File: config.mk
export PLATFORM = sky130hd
export DESIGN_NAME = rtcp_generic_nack_parser
export DESIGN_NICKNAME = d
export VERILOG_FILES = /design/src/rtl/core/rnack_pkg.sv /design/src/rtl/core/rnack_front.sv /design/src/rtl/core/rnack_queue.sv /design/src/rtl/core/rnack_back.sv /design/src/rtl/core/rtcp_generic_nack_parser.sv
export VERILOG_INCLUDE_DIRS = /design/src /design/src/rtl/core
export SDC_FILE = /design/constraint.sdc
export NUM_CORES = 1
export LEC_CHECK = 0
export ABC_CLOCK_PERIOD_IN_PS = 8300
export BUFFER_PORTS_ARGS = -buffer_cell sky130_fd_sc_hd__buf_2
export CORE_MARGIN = 4
export CORE_UTILIZATION = 62
export DETAILED_ROUTE_END_ITERATION = 10
export PLACE_DENSITY = 0.83
export SYNTH_ARGS = -nofsm -noshare
export SYNTH_HDL_FRONTEND = slang
export SYNTH_SLANG_ARGS = --single-unit
export TNS_END_PERCENT = 20
File: constraint.sdc
create_clock -name clk -period 8.3 [get_ports clk]
set_clock_uncertainty 0.1 [all_clocks]
set_input_delay 0 -clock clk [delete_from_list [all_inputs] [get_ports clk]]
set_output_delay 0 -clock clk [all_outputs]
set_load 0.05 [all_outputs]
File: src/rtl/core/rtcp_generic_nack_parser_macros.svh
// Assertion macros shared by the NACK parser RTL.
`ifndef RTCP_GENERIC_NACK_PARSER_MACROS_SVH
`define RTCP_GENERIC_NACK_PARSER_MACROS_SVH

// Implication checked on every rising clock edge outside reset.
`define RNACK_ASSERT_PROP(label, clk, rst_n, prop, msg) \
	label: assert property (@(posedge clk) disable iff (!rst_n) prop) else $error(msg);

// Condition that must never be true outside reset.
`define RNACK_ASSERT_NEVER(label, clk, rst_n, cond, msg) \
	label: assert property (@(posedge clk) disable iff (!rst_n) !(cond)) else $error(msg);

`endif

File: src/rtl/core/rnack_pkg.sv
// Shared types and constants of the RTCP Generic NACK parser.
package rnack_pkg;

	// Packet type range and the Generic NACK selector
	localparam logic [7:0] TYPE_FIRST_KNOWN  = 8'd200;
	localparam logic [7:0] TYPE_LAST_KNOWN   = 8'd206;
	localparam logic [7:0] TYPE_TRANSPORT_FB = 8'd205;
	localparam logic [4:0] FMT_GENERIC_NACK  = 5'd1;

	// Byte positions inside a message header
	localparam logic [17:0] POS_FMT     = 18'd0;
	localparam logic [17:0] POS_TYPE    = 18'd1;
	localparam logic [17:0] POS_LEN_HI  = 18'd2;
	localparam logic [17:0] POS_LEN_LO  = 18'd3;
	// Word index of the media SSRC (bytes 8..11) and first FCI word (byte 12)
	localparam logic [15:0] WORD_MEDIA_SSRC = 16'd2;
	localparam logic [15:0] WORD_FCI_FIRST  = 16'd3;

	localparam int unsigned BLP_BITS  = 16;
	localparam int unsigned BLP_IDX_W = $clog2(BLP_BITS);

	// One FCI word plus the media SSRC it belongs to
	typedef struct packed {
		logic [15:0] pid;
		logic [15:0] blp;
		logic [31:0] ssrc;
	} fci_entry_t;

	// Queue status seen by the front and back sections
	typedef struct packed {
		logic full;
		logic empty;
	} queue_status_t;

endpackage

File: src/rtl/core/rnack_front.sv
// Byte-wise RTCP header and message walker that extracts Generic NACK FCI words.
`include "rtcp_generic_nack_parser_macros.svh"

module rnack_front (
	input  logic                      clk,
	input  logic                      arst_n,
	input  logic                      in_valid,
	output logic                      in_stall,
	input  logic [7:0]                data_byte,
	input  logic                      end_of_datagram,
	input  rnack_pkg::queue_status_t  q_status,
	output logic                      push,
	output rnack_pkg::fci_entry_t     push_entry
);

	logic [17:0] pos_q, pos_d;
	logic [17:0] len_q, len_d;
	logic [7:0]  ptype_q, ptype_d;
	logic [4:0]  fmt_q, fmt_d;
	logic [31:0] ssrc_q, ssrc_d;
	logic [31:0] fci_q, fci_d;
	logic        halted_q, halted_d;
	logic        is_nack;
	logic        fci_done;
	logic        accept;
	logic [18:0] msg_end;

	// Hold the byte whenever the queue has no room for a possible FCI
	assign in_stall = q_status.full;
	assign accept   = in_valid && !in_stall;
	assign is_nack  = (ptype_q == rnack_pkg::TYPE_TRANSPORT_FB) &&
	                  (fmt_q == rnack_pkg::FMT_GENERIC_NACK);

	// Per-byte parse step
	always_comb begin
		pos_d    = pos_q;
		len_d    = len_q;
		ptype_d  = ptype_q;
		fmt_d    = fmt_q;
		ssrc_d   = ssrc_q;
		fci_d    = fci_q;
		halted_d = halted_q;
		fci_done = 1'b0;
		msg_end  = 19'd0;
		if (!halted_q) begin
			unique case (pos_q)
				rnack_pkg::POS_FMT: begin
					fmt_d = data_byte[4:0];
				end
				rnack_pkg::POS_TYPE: begin
					ptype_d = data_byte;
					if (data_byte < rnack_pkg::TYPE_FIRST_KNOWN ||
					    data_byte > rnack_pkg::TYPE_LAST_KNOWN) begin
						halted_d = 1'b1;
					end
				end
				rnack_pkg::POS_LEN_HI: begin
					len_d = {2'b00, data_byte, 8'h00};
				end
				rnack_pkg::POS_LEN_LO: begin
					len_d = {len_q[15:8], data_byte, 2'b00};
				end
				default: begin
					if (is_nack) begin
						if (pos_q[17:2] == rnack_pkg::WORD_MEDIA_SSRC) begin
							ssrc_d = {ssrc_q[23:0], data_byte};
						end else if (pos_q[17:2] >= rnack_pkg::WORD_FCI_FIRST) begin
							fci_d    = {fci_q[23:0], data_byte};
							fci_done = (pos_q[1:0] == 2'b11);
						end
					end
				end
			endcase
			// Wrap to the next message header after the last payload byte
			msg_end = {1'b0, len_d} + 19'd3;
			if (!halted_d) begin
				if (pos_q >= rnack_pkg::POS_LEN_LO && {1'b0, pos_q} == msg_end) begin
					pos_d = '0;
				end else begin
					pos_d = pos_q + 18'd1;
				end
			end
		end
	end

	assign push            = accept && fci_done;
	assign push_entry.pid  = fci_d[31:16];
	assign push_entry.blp  = fci_d[15:0];
	assign push_entry.ssrc = ssrc_q;

	// Parse state; the end-of-datagram byte returns everything to reset
	always_ff @(posedge clk or negedge arst_n) begin
		if (!arst_n) begin
			pos_q    <= '0;
			len_q    <= '0;
			ptype_q  <= '0;
			fmt_q    <= '0;
			ssrc_q   <= '0;
			fci_q    <= '0;
			halted_q <= 1'b0;
		end else if (accept) begin
			if (end_of_datagram) begin
				pos_q    <= '0;
				len_q    <= '0;
				ptype_q  <= '0;
				fmt_q    <= '0;
				ssrc_q   <= '0;
				fci_q    <= '0;
				halted_q <= 1'b0;
			end else begin
				pos_q    <= pos_d;
				len_q    <= len_d;
				ptype_q  <= ptype_d;
				fmt_q    <= fmt_d;
				ssrc_q   <= ssrc_d;
				fci_q    <= fci_d;
				halted_q <= halted_d;
			end
		end
	end

	// Once halted, the position only moves through the datagram-end reset
	`RNACK_ASSERT_PROP(a_halt_freezes_pos, clk, arst_n, halted_q && !(accept && end_of_datagram) |=> $stable(pos_q), "position moved while halted")

endmodule

File: src/rtl/core/rnack_queue.sv
// Two-entry queue of FCI words between the byte walker and the expander.
`include "rtcp_generic_nack_parser_macros.svh"

module rnack_queue (
	input  logic                      clk,
	input  logic                      arst_n,
	input  logic                      push,
	input  rnack_pkg::fci_entry_t     push_entry,
	input  logic                      pop,
	output rnack_pkg::fci_entry_t     head,
	output rnack_pkg::queue_status_t  status
);

	rnack_pkg::fci_entry_t mem_q [2];
	logic                  wr_ptr_q;
	logic                  rd_ptr_q;
	logic [1:0]            count_q;

	assign status.full  = (count_q == 2'd2);
	assign status.empty = (count_q == 2'd0);
	assign head         = mem_q[rd_ptr_q];

	// Storage
	always_ff @(posedge clk) begin
		if (push) begin
			mem_q[wr_ptr_q] <= push_entry;
		end
	end

	// Pointers and fill count
	always_ff @(posedge clk or negedge arst_n) begin
		if (!arst_n) begin
			wr_ptr_q <= 1'b0;
			rd_ptr_q <= 1'b0;
			count_q  <= 2'd0;
		end else begin
			if (push) begin
				wr_ptr_q <= ~wr_ptr_q;
			end
			if (pop) begin
				rd_ptr_q <= ~rd_ptr_q;
			end
			if (push && !pop) begin
				count_q <= count_q + 2'd1;
			end else if (pop && !push) begin
				count_q <= count_q - 2'd1;
			end
		end
	end

	`RNACK_ASSERT_NEVER(a_no_push_full, clk, arst_n, push && status.full, "push into full queue")
	`RNACK_ASSERT_NEVER(a_no_pop_empty, clk, arst_n, pop && status.empty, "pop from empty queue")
	`RNACK_ASSERT_PROP(a_count_ptrs, clk, arst_n, (count_q == 2'd1) |-> (wr_ptr_q != rd_ptr_q), "pointers disagree with count")

endmodule

File: src/rtl/core/rnack_back.sv
// Expands one FCI word into the PID and one sequence number per set BLP bit.
`include "rtcp_generic_nack_parser_macros.svh"

module rnack_back (
	input  logic                      clk,
	input  logic                      arst_n,
	input  rnack_pkg::fci_entry_t     head,
	input  rnack_pkg::queue_status_t  q_status,
	output logic                      pop,
	output logic                      out_valid,
	input  logic                      out_stall,
	output logic [15:0]               seq_number,
	output logic [31:0]               media_ssrc,
	output logic                      last_of_fci
);

	logic                                active_q;
	logic [15:0]                         pid_q;
	logic [rnack_pkg::BLP_BITS-1:0]      mask_q;
	logic [31:0]                         ssrc_q;
	logic                                out_valid_q;
	logic [15:0]                         seq_q;
	logic [31:0]                         out_ssrc_q;
	logic                                last_q;
	logic                                slot_free;
	logic                                step;
	logic [rnack_pkg::BLP_IDX_W-1:0]     low_idx;
	logic [rnack_pkg::BLP_BITS-1:0]      rest;

	assign slot_free = !out_valid_q || !out_stall;
	assign step      = active_q && slot_free;
	assign pop       = !active_q && !q_status.empty && slot_free;

	// Lowest set bit of the remaining BLP mask
	always_comb begin
		low_idx = '0;
		for (int i = rnack_pkg::BLP_BITS - 1; i >= 0; i--) begin
			if (mask_q[i]) begin
				low_idx = rnack_pkg::BLP_IDX_W'(i);
			end
		end
	end
	assign rest = mask_q & (mask_q - rnack_pkg::BLP_BITS'(1));

	// Expansion state
	always_ff @(posedge clk or negedge arst_n) begin
		if (!arst_n) begin
			active_q <= 1'b0;
		end else if (pop) begin
			active_q <= (head.blp != '0);
		end else if (step) begin
			active_q <= (rest != '0);
		end
	end

	always_ff @(posedge clk) begin
		if (pop) begin
			pid_q  <= head.pid;
			mask_q <= head.blp;
			ssrc_q <= head.ssrc;
		end else if (step) begin
			mask_q <= rest;
		end
	end

	// Output register
	always_ff @(posedge clk or negedge arst_n) begin
		if (!arst_n) begin
			out_valid_q <= 1'b0;
		end else if (slot_free) begin
			out_valid_q <= pop || step;
		end
	end

	always_ff @(posedge clk) begin
		if (pop) begin
			seq_q      <= head.pid;
			out_ssrc_q <= head.ssrc;
			last_q     <= (head.blp == '0);
		end else if (step) begin
			seq_q      <= pid_q + 16'(low_idx) + 16'd1;
			out_ssrc_q <= ssrc_q;
			last_q     <= (rest == '0);
		end
	end

	assign out_valid   = out_valid_q;
	assign seq_number  = seq_q;
	assign media_ssrc  = out_ssrc_q;
	assign last_of_fci = last_q;

	`RNACK_ASSERT_PROP(a_active_has_bits, clk, arst_n, active_q |-> (mask_q != '0), "active expansion with empty mask")
	`RNACK_ASSERT_NEVER(a_pop_while_active, clk, arst_n, pop && active_q, "new FCI taken during expansion")

endmodule

File: src/rtl/core/rtcp_generic_nack_parser.sv
// The first result of an FCI is written into the FCI queue and then into the output
// register after the last byte of that FCI is accepted; a busy expander or out_stall
// delays it. Bytes are taken one per cycle while in_stall is low; each FCI gives
// 1 + popcount(BLP) results, one per cycle from the expander while out_stall is low.
// A two-entry FCI queue lets bytes flow while the expander drains; bytes stall when full.
// Reset (arst_n low) clears parse state, queue pointers and output valid at once.
module rtcp_generic_nack_parser (
	input  logic        clk,
	input  logic        arst_n,
	input  logic        in_valid,
	output logic        in_stall,
	input  logic [7:0]  data_byte,
	input  logic        end_of_datagram,
	output logic        out_valid,
	input  logic        out_stall,
	output logic [15:0] seq_number,
	output logic [31:0] media_ssrc,
	output logic        last_of_fci
);

	rnack_pkg::queue_status_t q_status;
	rnack_pkg::fci_entry_t    push_entry;
	rnack_pkg::fci_entry_t    head;
	logic                     push;
	logic                     pop;

	// Byte walker
	rnack_front u_front (
		.clk             (clk),
		.arst_n          (arst_n),
		.in_valid        (in_valid),
		.in_stall        (in_stall),
		.data_byte       (data_byte),
		.end_of_datagram (end_of_datagram),
		.q_status        (q_status),
		.push            (push),
		.push_entry      (push_entry)
	);

	// FCI queue
	rnack_queue u_queue (
		.clk        (clk),
		.arst_n     (arst_n),
		.push       (push),
		.push_entry (push_entry),
		.pop        (pop),
		.head       (head),
		.status     (q_status)
	);

	// Sequence number expander
	rnack_back u_back (
		.clk         (clk),
		.arst_n      (arst_n),
		.head        (head),
		.q_status    (q_status),
		.pop         (pop),
		.out_valid   (out_valid),
		.out_stall   (out_stall),
		.seq_number  (seq_number),
		.media_ssrc  (media_ssrc),
		.last_of_fci (last_of_fci)
	);

endmodule
# After elaboration in Yosys (flattened, before gate mapping)
# Memories as Yosys holds them, arrays and structs flattened.
# Cells that the tools add are included.
[word_totals]
ff_bits = 233
ram_bits = 128
inputBits = 13
output_inout_bits = 51
word_cells = 147
n_memories = 1
[memory_table]
columns = ["memory", "words", "width", "read_ports", "rd_ports_with_merged_regs", "write_ports", "line_no", "text"]
rows = [
  ["u_queue.mem_q", 2, 64, 1, 0, 1, "rnack_queue.sv:14", "rnack_pkg::fci_entry_t mem_q [2];"],
]
[op_classes]
n_addsub = 7
order_cmp = 4
n_eq_ne = 12
mux = 65
bitwise_logic = 3
reduce_logical = 37
[ops]
columns = ["op", "count"]
rows = [
  ["$mux W32", 13],
  ["$mux W18", 7],
  ["$mux W16", 4],
  ["$mux W4", 16],
  ["$eq A18 B2 Y1 const B", 2],
  ["$pmux W18 S2", 1],
  ["$logic_not A16 Y1", 2],
  ["$reduce_bool A16 Y1", 2],
  ["$mux W8", 3],
  ["$add A18 B2 Y19 const B", 1],
  ["$eq A18 B19 Y1", 1],
  ["$add A18 B1 Y18 const B", 1],
  ["$eq A18 B1 Y1 const B", 1],
  ["$ge A18 B2 Y1 const B", 1],
  ["$logic_not A18 Y1", 1],
  ["$add A16 B1 Y16 const B", 1],
  ["$add A16 B4 Y16", 1],
  ["$and A16 B16 Y16", 1],
  ["$eq A16 B2 Y1 const B", 1],
  ["$ge A16 B2 Y1 const B", 1],
  ["$mux W1", 16],
  ["$sub A16 B1 Y16 const B", 1],
  ["$mux W5", 3],
  ["$reduce_bool A2 Y1", 6],
  ["other kinds (19)", 41],
]

# Longest topological paths before layout
# Gate-level depths: netlist (run 1).
[depth]
depth_word = 20
mapped_depth = 20
ltp_nobuf = 20

# Cells and area by module
# From an unflattened synthesis (run 1), not the netlist that was laid out.
[hier_totals]
hier_cells = 1202
hier_area_um2 = 16091.7
[modules_own_cells]
columns = ["mod", "n_inst", "cells_each", "area_per_inst_um2", "seq_area_each_um2"]
rows = [
  ["rnack_front", 1, 565, 6122.1, 2852.7],
  ["rnack_queue", 1, 215, 5011.1, 3943.8],
  ["rnack_back", 1, 422, 4958.5, 3443.3],
]

# Worst setup path after synthesis (run 1)
# OpenSTA, ideal clock, no wires.
[synth_timing]
path_kind = "reg-to-reg"
start = "register u_front.pos_q[0]"
end = "memory u_queue.mem_q[0][0] (netlist name) (enable)"
setup_time_ps = 494
arrival_time_ps = 5682
required_time_ps = 7706
slack_ps = 2024
path_stages_with_launch = 11
path_buffers = 4
synth_period_minus_slack_ps = 6276
path_cell_list = "dfrtp_1 > ha_1 > clkbuf_1 > clkbuf_1 > o21ai_2 > clkbuf_1 > and4_1 > a21boi_1 > clkbuf_1 > and3_1 > nor2b_1"
[synth_between]
elab_chain_len = 9
word_cells_on_any_way = 14
classes_between = "eq/ne (4); mux (7); reduce/logical (3)"
[synth_lines]
columns = ["element", "line_no", "text"]
rows = [
  ["from (decl)", "rnack_front.sv:16", "logic [17:0] pos_q, pos_d;"],
  ["from (signal assigned)", "rnack_front.sv:111", "pos_q <= pos_d;"],
  ["$eq A2 B2 Y1", "rnack_front.sv:69", "fci_done = (pos_q[1:0] == 2'b11);"],
  ["$mux W1", "rnack_front.sv:67", "end else if (pos_q[17:2] >= rnack_pkg::WORD_FCI_FIRST) begin"],
  ["$mux W1", "rnack_front.sv:65", "if (pos_q[17:2] == rnack_pkg::WORD_MEDIA_SSRC) begin"],
  ["$mux W1", "rnack_front.sv:64", "if (is_nack) begin"],
  ["$mux W1 (*)", "rnack_front.sv:46", "unique case (pos_q)"],
  ["$mux W1 (*)", "rnack_front.sv:45", "if (!halted_q) begin"],
  ["$logic_and A1 B1 Y1 (*)", "rnack_front.sv:86", "assign push = accept && fci_done;"],
  ["via push", "rtcp_generic_nack_parser.sv:24", "logic push;"],
  ["$mux W1 (*)", "rnack_queue.sv:25", "if (push) begin"],
  ["$mux W1 (implied by the code) (*)", "rnack_queue.sv:26", "mem_q[wr_ptr_q] <= push_entry;"],
  ["to (decl)", "rnack_queue.sv:14", ""],
]
# Mark *: on every way through the listed nets, which the timed path passes. The rest lies on a longest branch.

# Final worst setup path (run 1)
[layout_timing]
start = "register u_front.pos_q[0]"
end = "register u_front.pos_q[4]"
[layout_between]
elab_chain_len = 10
word_cells_on_any_way = 18
classes_between = "add/sub (2); order compare (1); eq/ne (5); mux (8); reduce/logical (2)"
[layout_lines]
columns = ["element", "line_no", "text"]
rows = [
  ["$eq A18 B2 Y1", "rnack_front.sv:46", ""],
  ["$pmux W18 S2", "rnack_front.sv:46", ""],
  ["$mux W18", "rnack_front.sv:45", ""],
  ["$add A18 B2 Y19", "rnack_front.sv:75", "msg_end = {1'b0, len_d} + 19'd3;"],
  ["$eq A18 B19 Y1", "rnack_front.sv:77", "if (pos_q >= rnack_pkg::POS_LEN_LO && {1'b0, pos_q} == msg_end) begin"],
  ["$logic_and A1 B1 Y1", "rnack_front.sv:77", ""],
  ["$mux W18", "rnack_front.sv:77", ""],
  ["$mux W18", "rnack_front.sv:76", "if (!halted_d) begin"],
  ["$mux W18", "rnack_front.sv:45", ""],
  ["$mux W18", "rnack_front.sv:102", "if (end_of_datagram) begin"],
]
# Several ways; a longest one is shown, not always the timed one. The select of a mux whose other input is x is not followed.
# A chain may end at the register's enable or synchronous reset.

==> results.cfg, run 1 <==
[final_layout]
layout_commonest_cell = edfxtp_1
stdcell_count = 1665
final_cell_mix = edfxtp_1, nand2_1, dfrtp_1
fin_nets = 1330
drive_above_1_share_pct = 21.9
fin_area_sq_mm = 0.0182
antenna_cells = 0
n_fill_cell = 1609
syn2layout_area_growth_pct = 12.2

[pwr]
p_per_area_mw_per_mm2 = 258
leakagePower_nw = 7.06
power_w = 0.00470
peakVddDrop_mv = 0.212

[synthesis]
synth_ff_type = edfxtp_1
yosys_warnings = 0
ys_types = 78
netlist_area_sq_mm = 0.0162
yosysSeqAreaShare_pct = 63.3
syn-num-nets = 1273
async_flop_share_pct = 33.2
synth_edf_count = 241
synth.avg_cell_area_sq_um = 13.0
syn_inst = 1249
synth-seq-cells = 361

[floorplanning]
die_h_microns = 170
num_io_pins = 64
num_rows = 58
initial_core_util_pct = 63.7
design.core.area_sq_mm = 0.0254
die-area_sq_mm = 0.0288
die_x_microns = 170

[timing]
finalMaxSlewViolations = 0
hold_ws_ns = 0.0668
rsz0062_at_grt = false
setup_viol = 0
tns_ns = 0
slew_headroom_pct = 36.7
layout_worst_path_cycle_share_pct = 57.7
final.min_clock_period_ns = 4.79
tightest_slew_ns = 0.950
fmax_ghz = 0.209
hold_viol_final = 0

[placed_design]
placed_cell_area_sq_mm = 0.0168
port_buffers = 63
dp_hpwl_microns = 20900
dpl.cell_count = 1586
gp_congestion = 0.914

[clocking]
cts_resized = 0
cts_max_level = 2
clkTransAtPathRegs_ns = 0.06
hold_buffers = 11
cts_made_buffers = 37
cts.sinks = 361
ctsLongestPathBuffers = 3
clk_latency_ns = 0.53
cts_root_buf = clkbuf_16
cts_tree = yes
cts_setup_buffers = 0

[setup_path]
worstPathRequired_ns = 8.59
end_kind = flip-flop
critPathLaunchType = flip-flop
setup.worst_path.class = flip-flop to flip-flop
critPathMaxFanout = 25
worstPathArrival_ns = 5.08

[route]
finalWirelength_microns = 34600
drt-initial-drc-count = 1244
firstDrtPassIters = 6
remaining_drc_errors = 0
wl_per_cell_microns = 20.8
ant_nets = 0
vias = 10400
via_per_inst = 6.26

[global_route]
antenna_found_initial = 0
grt_pass1_vias = 10400
gr-usage-all-layers_pct = 23.9
grt_max_degree = 71
grt_pass1_wl_microns = 55400
grt-ovfl-total = 0

[flow_run]
maxCapViolCount = 0

[outcome]
status = finished clean

[worst_hold_path]
hp-class = input port to async pin
[cell families after synthesis]
| group | Yosys count | share of synthesized area (%) |
|---|---|---|
| xor gates and xnor gates | 33 | 1.79 |
| muxes | 129 | 8.85 |
| adders and majority gates | 13 | 1.02 |
| buffers and inverters | 94 | 2.49 |
| DFF | 361 | 63.3 |
| AOI/OAI and AO/OA | 260 | 11.9 |
| and+or+nand+nor | 359 | 10.7 |
[synthesized netlist by cell type (all sizes together) (5+ instances only)]
master / n / share of area (%)
buf: 21 / 0.79
a21oi: 21 / 0.65
nand2: 168 / 3.9
o221ai: 11 / 0.90
o2111ai: 5 / 0.38
nor3: 13 / 0.40
o21ai: 94 / 3.0
mux2i: 16 / 0.99
or2: 5 / 0.19
xnor2: 15 / 0.81
xor2: 18 / 0.97
inv: 22 / 0.51
edfxtp: 241 / 45
a22o: 53 / 2.9
and4: 6 / 0.32
and2: 15 / 0.58
nor2: 44 / 1.0
clkbuf: 51 / 1.2
ha: 10 / 0.77
nor2b: 17 / 0.66
or3: 6 / 0.23
nand4: 16 / 0.62
a22oi: 12 / 0.56
nand2b: 6 / 0.23
nand3: 24 / 0.74
o211ai: 19 / 1.1
nor4: 17 / 0.81
dfrtp: 120 / 19
a21boi: 8 / 0.37
and3: 10 / 0.39
mux2: 113 / 7.9
[registers in the layout (all words and copies together) (netlist names)]
register and flops:
u_back.active_q 1, u_back.last_of_fci 1, u_back.mask_q 16, u_back.media_ssrc 32, u_back.out_valid 1, u_back.pid_q 16, u_back.seq_number 16, u_back.ssrc_q 32
u_front.fci_q 32, u_front.fmt_q 5, u_front.halted_q 1, u_front.len_q 18, u_front.pos_q 18, u_front.ptype_q 8, u_front.ssrc_q 32, u_queue.count_q 2
u_queue.mem_q 128, u_queue.rd_ptr_q 1, u_queue.wr_ptr_q 1
[metrics by stage]
step           setup slack (ns)  utilization [%]
4_1_cts                    3.66             71.5
6_report                   3.51             71.5
3_3_place_gp               3.83             66.0
3_5_place_dp               3.67             66.0
5_1_grt                    3.15             71.5
2_1_floorplan              2.02                -
[power breakdown]
part / internal [W] / total [W] / switching [W] / leakage, nW
Clock: 0.00108 / 0.00176 / 0.000686 / 0.627
Combinational: 0.000216 / 0.000775 / 0.000559 / 2.45
Sequential: 0.00206 / 0.00216 / 0.0000957 / 3.98
[area by class of cell]
cell class | instances | area [sq um] | area share, %
clock buffer | 49 | 1000 | 5.51
multi-input combinational | 794 | 5580 | 30.7
timing repair buffer | 90 | 548 | 3.02
inverter | 22 | 85.1 | 0.468
clock inverter | 19 | 303 | 1.67
sequential | 361 | 10200 | 56.4
tap | 330 | 413 | 2.27
[per-layer routing]
| metal | vias up | track usage [%] | wire (microns) |
|---|---|---|---|
| li1 | 4782 | - | - |
| met1 | 5171 | 34.4 | 14900 |
| met2 | 402 | 37.4 | 16500 |
| met3 | 66 | 5.10 | 2340 |
| met4 | 0 | 7.35 | 792 |
| met5 | - | 0 | 0 |
[path summary, 6_finish.rpt]
check	startpoint	end	slack [ns]	depth (start not counted)
setup / recovery	u_front.pos_q[0]	u_front.pos_q[4]	3.51	10
hold / removal	arst_n	u_front.ptype_q[0]	0.07	2
setup reg to reg	u_front.pos_q[0]	u_front.pos_q[4]	3.51	10
hold reg to reg	u_front.ptype_q[3]	u_front.ptype_q[3]	0.38	2
max in group asynchronous	arst_n	u_front.ssrc_q[23]	6.77	3
min in group clk	in_valid	u_front.fci_q[3]	0.10	5
[critical path, stage by stage, from the launching register on]
cell and delay [ns]:
dfrtp_1 0.47, ha_1 0.57, nor2_1 0.75, o21ai_0 0.32, a221oi_2 0.61, nand3_1 0.19, o31a_1 0.29, a311oi_2 0.26
o2111ai_4 0.45, o21ai_4 0.49, o211ai_2 0.14
Note: power is estimated with default switching activity, not from simulation.
==> run 2: changes to the inputs <==
- ABC_CLOCK_PERIOD_IN_PS: 8300 -> 4000
- CORE_UTILIZATION: 62 -> 56
- PLACE_DENSITY: 0.83 -> 0.79
- clock period: 8.3 -> 4 ns (I/O delays scaled with it)
==> run 2 against run 1 <==
  * Global-route usage down 2.6 points
  * Clock power grew 95%
  * Register-to-register slack got worse by 3.3 ns
  * Count of clock-buffer cells in the layout increased by 7
  * Cell count is 4.6% higher
  * Power increased by 110%
  * Wire length shrank 2.3%
  * First-iteration DRC count decreased by 17%
  * Critical path depth rose by 3
  * Maximum frequency grew 28%
==> results.cfg, run 2 (synthesis results as in run 1) <==
[outcome]
status = finished clean

[timing]
finalMaxSlewViolations = 0
layout_worst_path_cycle_share_pct = 93.7
rsz0062_at_grt = false
hold_viol_final = 0
tightest_slew_ns = 1.09
tns_ns = 0
final.min_clock_period_ns = 3.75
fmax_ghz = 0.267
hold_ws_ns = 0.0365
slew_headroom_pct = 27.1
setup_viol = 0

[setup_path]
critPathMaxFanout = 13
slowest_stage = dfrtp_1
setup.worst_path.class = flip-flop to flip-flop
cpLargestDelayFamily = simple AND/OR/NAND/NOR gates
worstPathRequired_ns = 4.30
critPathLaunchType = flip-flop
path_cells = nor4_2 > and4_1 > buf_4 > buf_4 > and2_1 > a22oi_1 > xnor2_1 > or3b_1 > a311oi_4 > o2111ai_4 > buf_4 > o211ai_1 > o211ai_2
cp_common_cell = buf_4
end_kind = flip-flop
worstPathArrival_ns = 4.05
critical_path_buf_inv_count = 3
slowest_delay_ns = 0.45

[clocking]
cts.sinks = 361
cts_root_buf = clkbuf_16
cts_max_level = 2
clkTransAtPathRegs_ns = 0.06
ctsLongestPathBuffers = 3
cts_tree = yes
cts_made_buffers = 38
clk_latency_ns = 0.52

[floorplanning]
num_io_pins = 64
initial_core_util_pct = 57.5
num_rows = 61
die_x_microns = 178
die-area_sq_mm = 0.0317
die_h_microns = 178
design.core.area_sq_mm = 0.0282

[flow_run]
maxCapViolCount = 0

[final_layout]
drive_above_1_share_pct = 23.5
stdcell_count = 1742
largest_register_ffs = 128
top_register = u_queue.mem_q
layout_commonest_cell = edfxtp_1
final_util_pct = 65.5
syn2layout_area_growth_pct = 14.0
fin_nets = 1358
antenna_cells = 0
final_cell_mix = edfxtp_1, nand2_1, dfrtp_1

[route]
firstDrtPassIters = 6
ant_nets = 0
vias = 10400
wl_per_cell_microns = 19.4
drt-initial-drc-count = 1027
finalWirelength_microns = 33800
via_per_inst = 5.98
remaining_drc_errors = 0

[pwr]
p_per_area_mw_per_mm2 = 522
power_w = 0.00964
leakagePower_nw = 7.19
peakVddDrop_mv = 0.262

[placed_design]
port_buffers = 63
dp_hpwl_microns = 21500
dpl.cell_count = 1657
gp_congestion = 0.884

[global_route]
gr-usage-all-layers_pct = 21.4
grt_pass1_wl_microns = 54500
grt_max_degree = 66
grt-ovfl-total = 0
grt_pass1_vias = 10300
antenna_found_initial = 0

[worst_hold_path]
hp-class = input port to async pin
==> run 2: final timing paths <==
kind                               startpoint                 end  slack [ns]  depth (start not counted)
max                         u_front.pos_q[16]   u_front.pos_q[17]        0.25                         13
min                                    arst_n   u_front.fci_q[30]        0.04                          2
max reg2reg                 u_front.pos_q[16]   u_front.pos_q[17]        0.25                         13
min reg2reg                u_front.ptype_q[3]  u_front.ptype_q[3]        0.37                          2
max in group asynchronous              arst_n    u_front.len_q[2]        2.82                          3
min in group clk                     in_valid  u_front.ptype_q[0]        0.04                          5
==> run 2: power breakdown <==
part	leakage [nW]	total [W]	internal [W]	switching (W)
Combinational	2.61	0.00173	0.000541	0.00119
Clock	0.595	0.00343	0.00201	0.00142
Sequential	3.98	0.00448	0.00428	0.000202
Total	7.19	0.00964	0.00683	0.00281
==> run 2: worst reg2reg max path: cells and delay by family (launching register included) <==
kind | cells | cell delay, ns
flip-flops | 1 | 0.45
AO/OA/AOI/OAI | 5 | 1.07
AND/OR/NAND/NOR | 4 | 1.26
buffers and inverters | 3 | 0.58
XOR/XNOR | 1 | 0.17
==> run 2: per-stage QoR <==
step | cell area (sq um) | worst slack [ns]
CTS | 18400 | 0.127
finish | 18400 | 0.252
global placement | 17000 | 0.316
floorplan | 16200 | 0.0185
global route | 18400 | 0.0235
detailed placement | 17000 | 0.168
==> run 2: layout make-up <==
cell class | count | area, sq um
fillers | 2002 | 9710
clock inverters | 14 | 158
flip-flops and latches | 361 | 10200
well taps | 378 | 473
clock buffers | 56 | 1070
inverters | 22 | 85.1
repair buffers | 116 | 771
multi-input cells | 795 | 5650
==> run 2: routing by layer <==
layer	up-vias	global-route usage [%]	part of all wire, %
met4	0	5.80	2.3
met5	-	0	0
met1	5163	30.8	44
met2	332	34.2	47
met3	61	3.45	6.4
li1	4855	-	-
==> run 2: timing repair <==
item | in CTS | in global routing
buffers inserted | 0 | 2
gates resized for setup | 0 | 7
endpoints found under the hold margin | 131 | 0
endpoints found under the setup margin | 0 | 23
hold buffers | 12 | 0
==> run 3: changes to the inputs <==
- ABC_AREA: not set -> 1
==> run 3 against run 2 <==
  * Global-route usage rose by 0.073 points
  * Wire length rose by 3.3%
  * Combinational power rose by 80%
  * Via count rose by 12%
  * Register-to-register slack improved by 0.12 ns
  * Non-clock buffer count fell by 23
  * Largest power group unchanged
==> results.cfg, run 3 <==
[pwr]
leakagePower_nw = 7.85
switchingPower_w = 0.00398
p_int_w = 0.00728
peakVddDrop_mv = 0.330
p_seq_share_pct = 43.0
p_clk_share_pct = 29.3
p_comb_share_pct = 27.6
p_per_area_mw_per_mm2 = 606
p_sw_share_pct = 35.3

[clocking]
cts_tree = yes
clk_latency_ns = 0.53
cts_setup_buffers = 0
clkTransAtPathRegs_ns = 0.06
cts_root_buf = clkbuf_16
cts_max_level = 2
cts_made_buffers = 38
cts.sinks = 361
ctsLongestPathBuffers = 3

[final_layout]
fin_nets = 1735
final-seq-area_sq_mm = 0.0102
n_fill_cell = 2203
antenna_cells = 0
layout_commonest_cell = nand2_1
final_cell_mix = nand2_1, edfxtp_1, inv_1
multi_input_area_sq_mm = 0.00533
largest_register_ffs = 128
drive_above_1_share_pct = 13.4
top_register = u_queue.mem_q
stdcell_count = 2125
syn2layout_area_growth_pct = 11.9

[floorplanning]
design.core.area_sq_mm = 0.0289
die_x_microns = 180
num_io_pins = 64
num_rows = 62
die-area_sq_mm = 0.0324
initial_core_util_pct = 57.3
die_h_microns = 180

[setup_path]
reg2reg_setup_slack_ns = 0.37
critPathMaxFanout = 18
critPathLaunchType = flip-flop
worstPathArrival_ns = 3.94
end_kind = flip-flop
worstPathRequired_ns = 4.31
setup.worst_path.class = flip-flop to flip-flop

[global_route]
grt_pass1_wl_microns = 57900
grt_util_met2_pct = 37.2
grt_max_degree = 168
use_met3_pct = 3.41
gr-usage-all-layers_pct = 21.4
top_usage_layer = met2
grtUsageMet1_pct = 28.8
grt-ovfl-total = 0
grt_pass1_vias = 11600
antenna_found_initial = 0

[placed_design]
port_buffers = 63
dpl.cell_count = 2043
place_ws_ns = 0.347
dp_hpwl_microns = 22600
gp_congestion = 0.895

[synthesis]
syn_inst = 1640
synth.avg_cell_area_sq_um = 10.1
syn-num-nets = 1664
ys_types = 50
yosysSeqAreaShare_pct = 61.8
yosys_warnings = 0
synth_top_area_share_pct = 43.6
synth.area.top_cells = edfxtp_1, dfrtp_1, nand2_1, inv_1, nor2_1
netlist_area_sq_mm = 0.0166
synth_edf_count = 241
yosys.area.top_type = edfxtp_1
synth_ff_type = edfxtp_1
synth_most_common_cell = nand2_1
synth-seq-cells = 361
yosys-top-cells-count = nand2_1, edfxtp_1, inv_1
async_flop_share_pct = 33.2

[route]
vias = 11700
firstDrtPassIters = 7
remaining_drc_errors = 0
ant_nets = 0
drt-initial-drc-count = 929
via_per_inst = 5.50
finalWirelength_microns = 34900
wl_per_cell_microns = 16.4

[timing]
hold_ws_ns = 0.0307
slew_headroom_pct = 24.7
final.min_clock_period_ns = 3.63
hold_viol_final = 0
rsz0062_at_grt = true
tightest_slew_ns = 1.13
layout_worst_path_cycle_share_pct = 90.8
fmax_ghz = 0.275
worst_slack_ns = 0.370
setup_viol = 0
finalMaxSlewViolations = 0

[outcome]
status = finished clean

[worst_hold_path]
hp-class = input port to async pin

[flow_run]
maxCapViolCount = 0
-- run 3: cell count changes in the layout (fill, tap and decap cells not counted), sizes merged, moves of 46 or more --
cell	delta
o22ai	+59
a22o	-53
nand2	+303
nor2	+95
nand3	+46
mux2	-113
inv	+168
-- run 3: final timing paths --
kind / startpoint / to / cells past startpoint
hold reg to reg: u_front.ssrc_q[31] / u_queue.mem_q[1][31] / 0
hold / removal: arst_n / u_front.pos_q[17] / 2
min in group clk: in_valid / u_front.ssrc_q[27] / 4
max in group asynchronous: arst_n / u_front.fci_q[28] / 3
setup / recovery: u_front.pos_q[0] / u_front.pos_q[3] / 24
setup reg to reg: u_front.pos_q[0] / u_front.pos_q[3] / 24
-- run 3: cell type report --
class	count	share of cell area, %
timing repair buffer	93	3.15
inverter	198	4.08
tap	384	2.59
clock inverter	21	0.809
clock buffer	49	5.46
multi-input combinational	1019	28.7
sequential	361	55.2
-- run 3: cells by family (layout without fill, tap and decap cells) --
| group | Yosys count | in the layout | share of synthesized area (%) |
|---|---|---|---|
| AOI/OAI and AO/OA | 264 | 264 | 9.66 |
| xor gates and xnor gates | 26 | 26 | 1.46 |
| adders and majority gates | 11 | 11 | 0.875 |
| buffers and inverters | 260 | 361 | 6.43 |
| DFF | 361 | 361 | 61.8 |
| muxes | 2 | 2 | 0.121 |
| and+or+nand+nor | 716 | 716 | 19.7 |
-- run 3: repair_timing --
action,4_1_cts,5_1_grt
setup endpoints to repair,0,5
hold endpoints to repair,121,0
hold buffers,12,0
gates resized for setup,0,4
-- run 3: stage by stage --
stage                     power, W  cell area [sq um]  setup TNS [ns]  util (%)
after global placement     0.00788              17300               0      59.7
final                       0.0113              18600               0      64.1
after floorplan            0.00720              16600         -173.77         -
after CTS                   0.0113              18500               0      64.1
after global routing        0.0118              18600        -0.00107      64.1
after detailed placement   0.00797              17300               0      59.7
-- run 3: routing by layer --
layer / routed length, microns / part of all wire, % / vias up
met1: 14900 / 43 / 5628
met3: 1840 / 5.3 / 46
met2: 17600 / 50 / 352
li1: - / - / 5657
met4: 578 / 1.7 / 0
met5: 0 / 0 / -
-- run 3: worst max-delay path, cell delays in order (launching register included) --
cell and delay [ns]:
dfrtp_1 0.46, ha_1 0.30, inv_1 0.12, nor2_2 0.07, nand3_4 0.20, clkinvlp_4 0.18, nor2_1 0.18, nand2_1 0.08
ha_1 0.31, xor2_1 0.14, o21ai_0 0.09, inv_1 0.05, nand2_1 0.04, nor2_1 0.08, nand2_1 0.05, inv_1 0.05
nand3_1 0.08, a21oi_1 0.13, nand3_1 0.09, nor2_1 0.10, nand2_1 0.07, nor2_2 0.19, nand2_8 0.19, nand2_1 0.11
nand2_1 0.05
-- run 3: power groups by stage --
stage | combinational, W | sequential, W | clock [W]
floorplan | 0.00177 | 0.00543 | 0
global placement | 0.00298 | 0.00489 | 0
detailed placement | 0.00306 | 0.00491 | 0
CTS | 0.00310 | 0.00484 | 0.00333
global route | 0.00344 | 0.00489 | 0.00353
finish | 0.00311 | 0.00484 | 0.00330
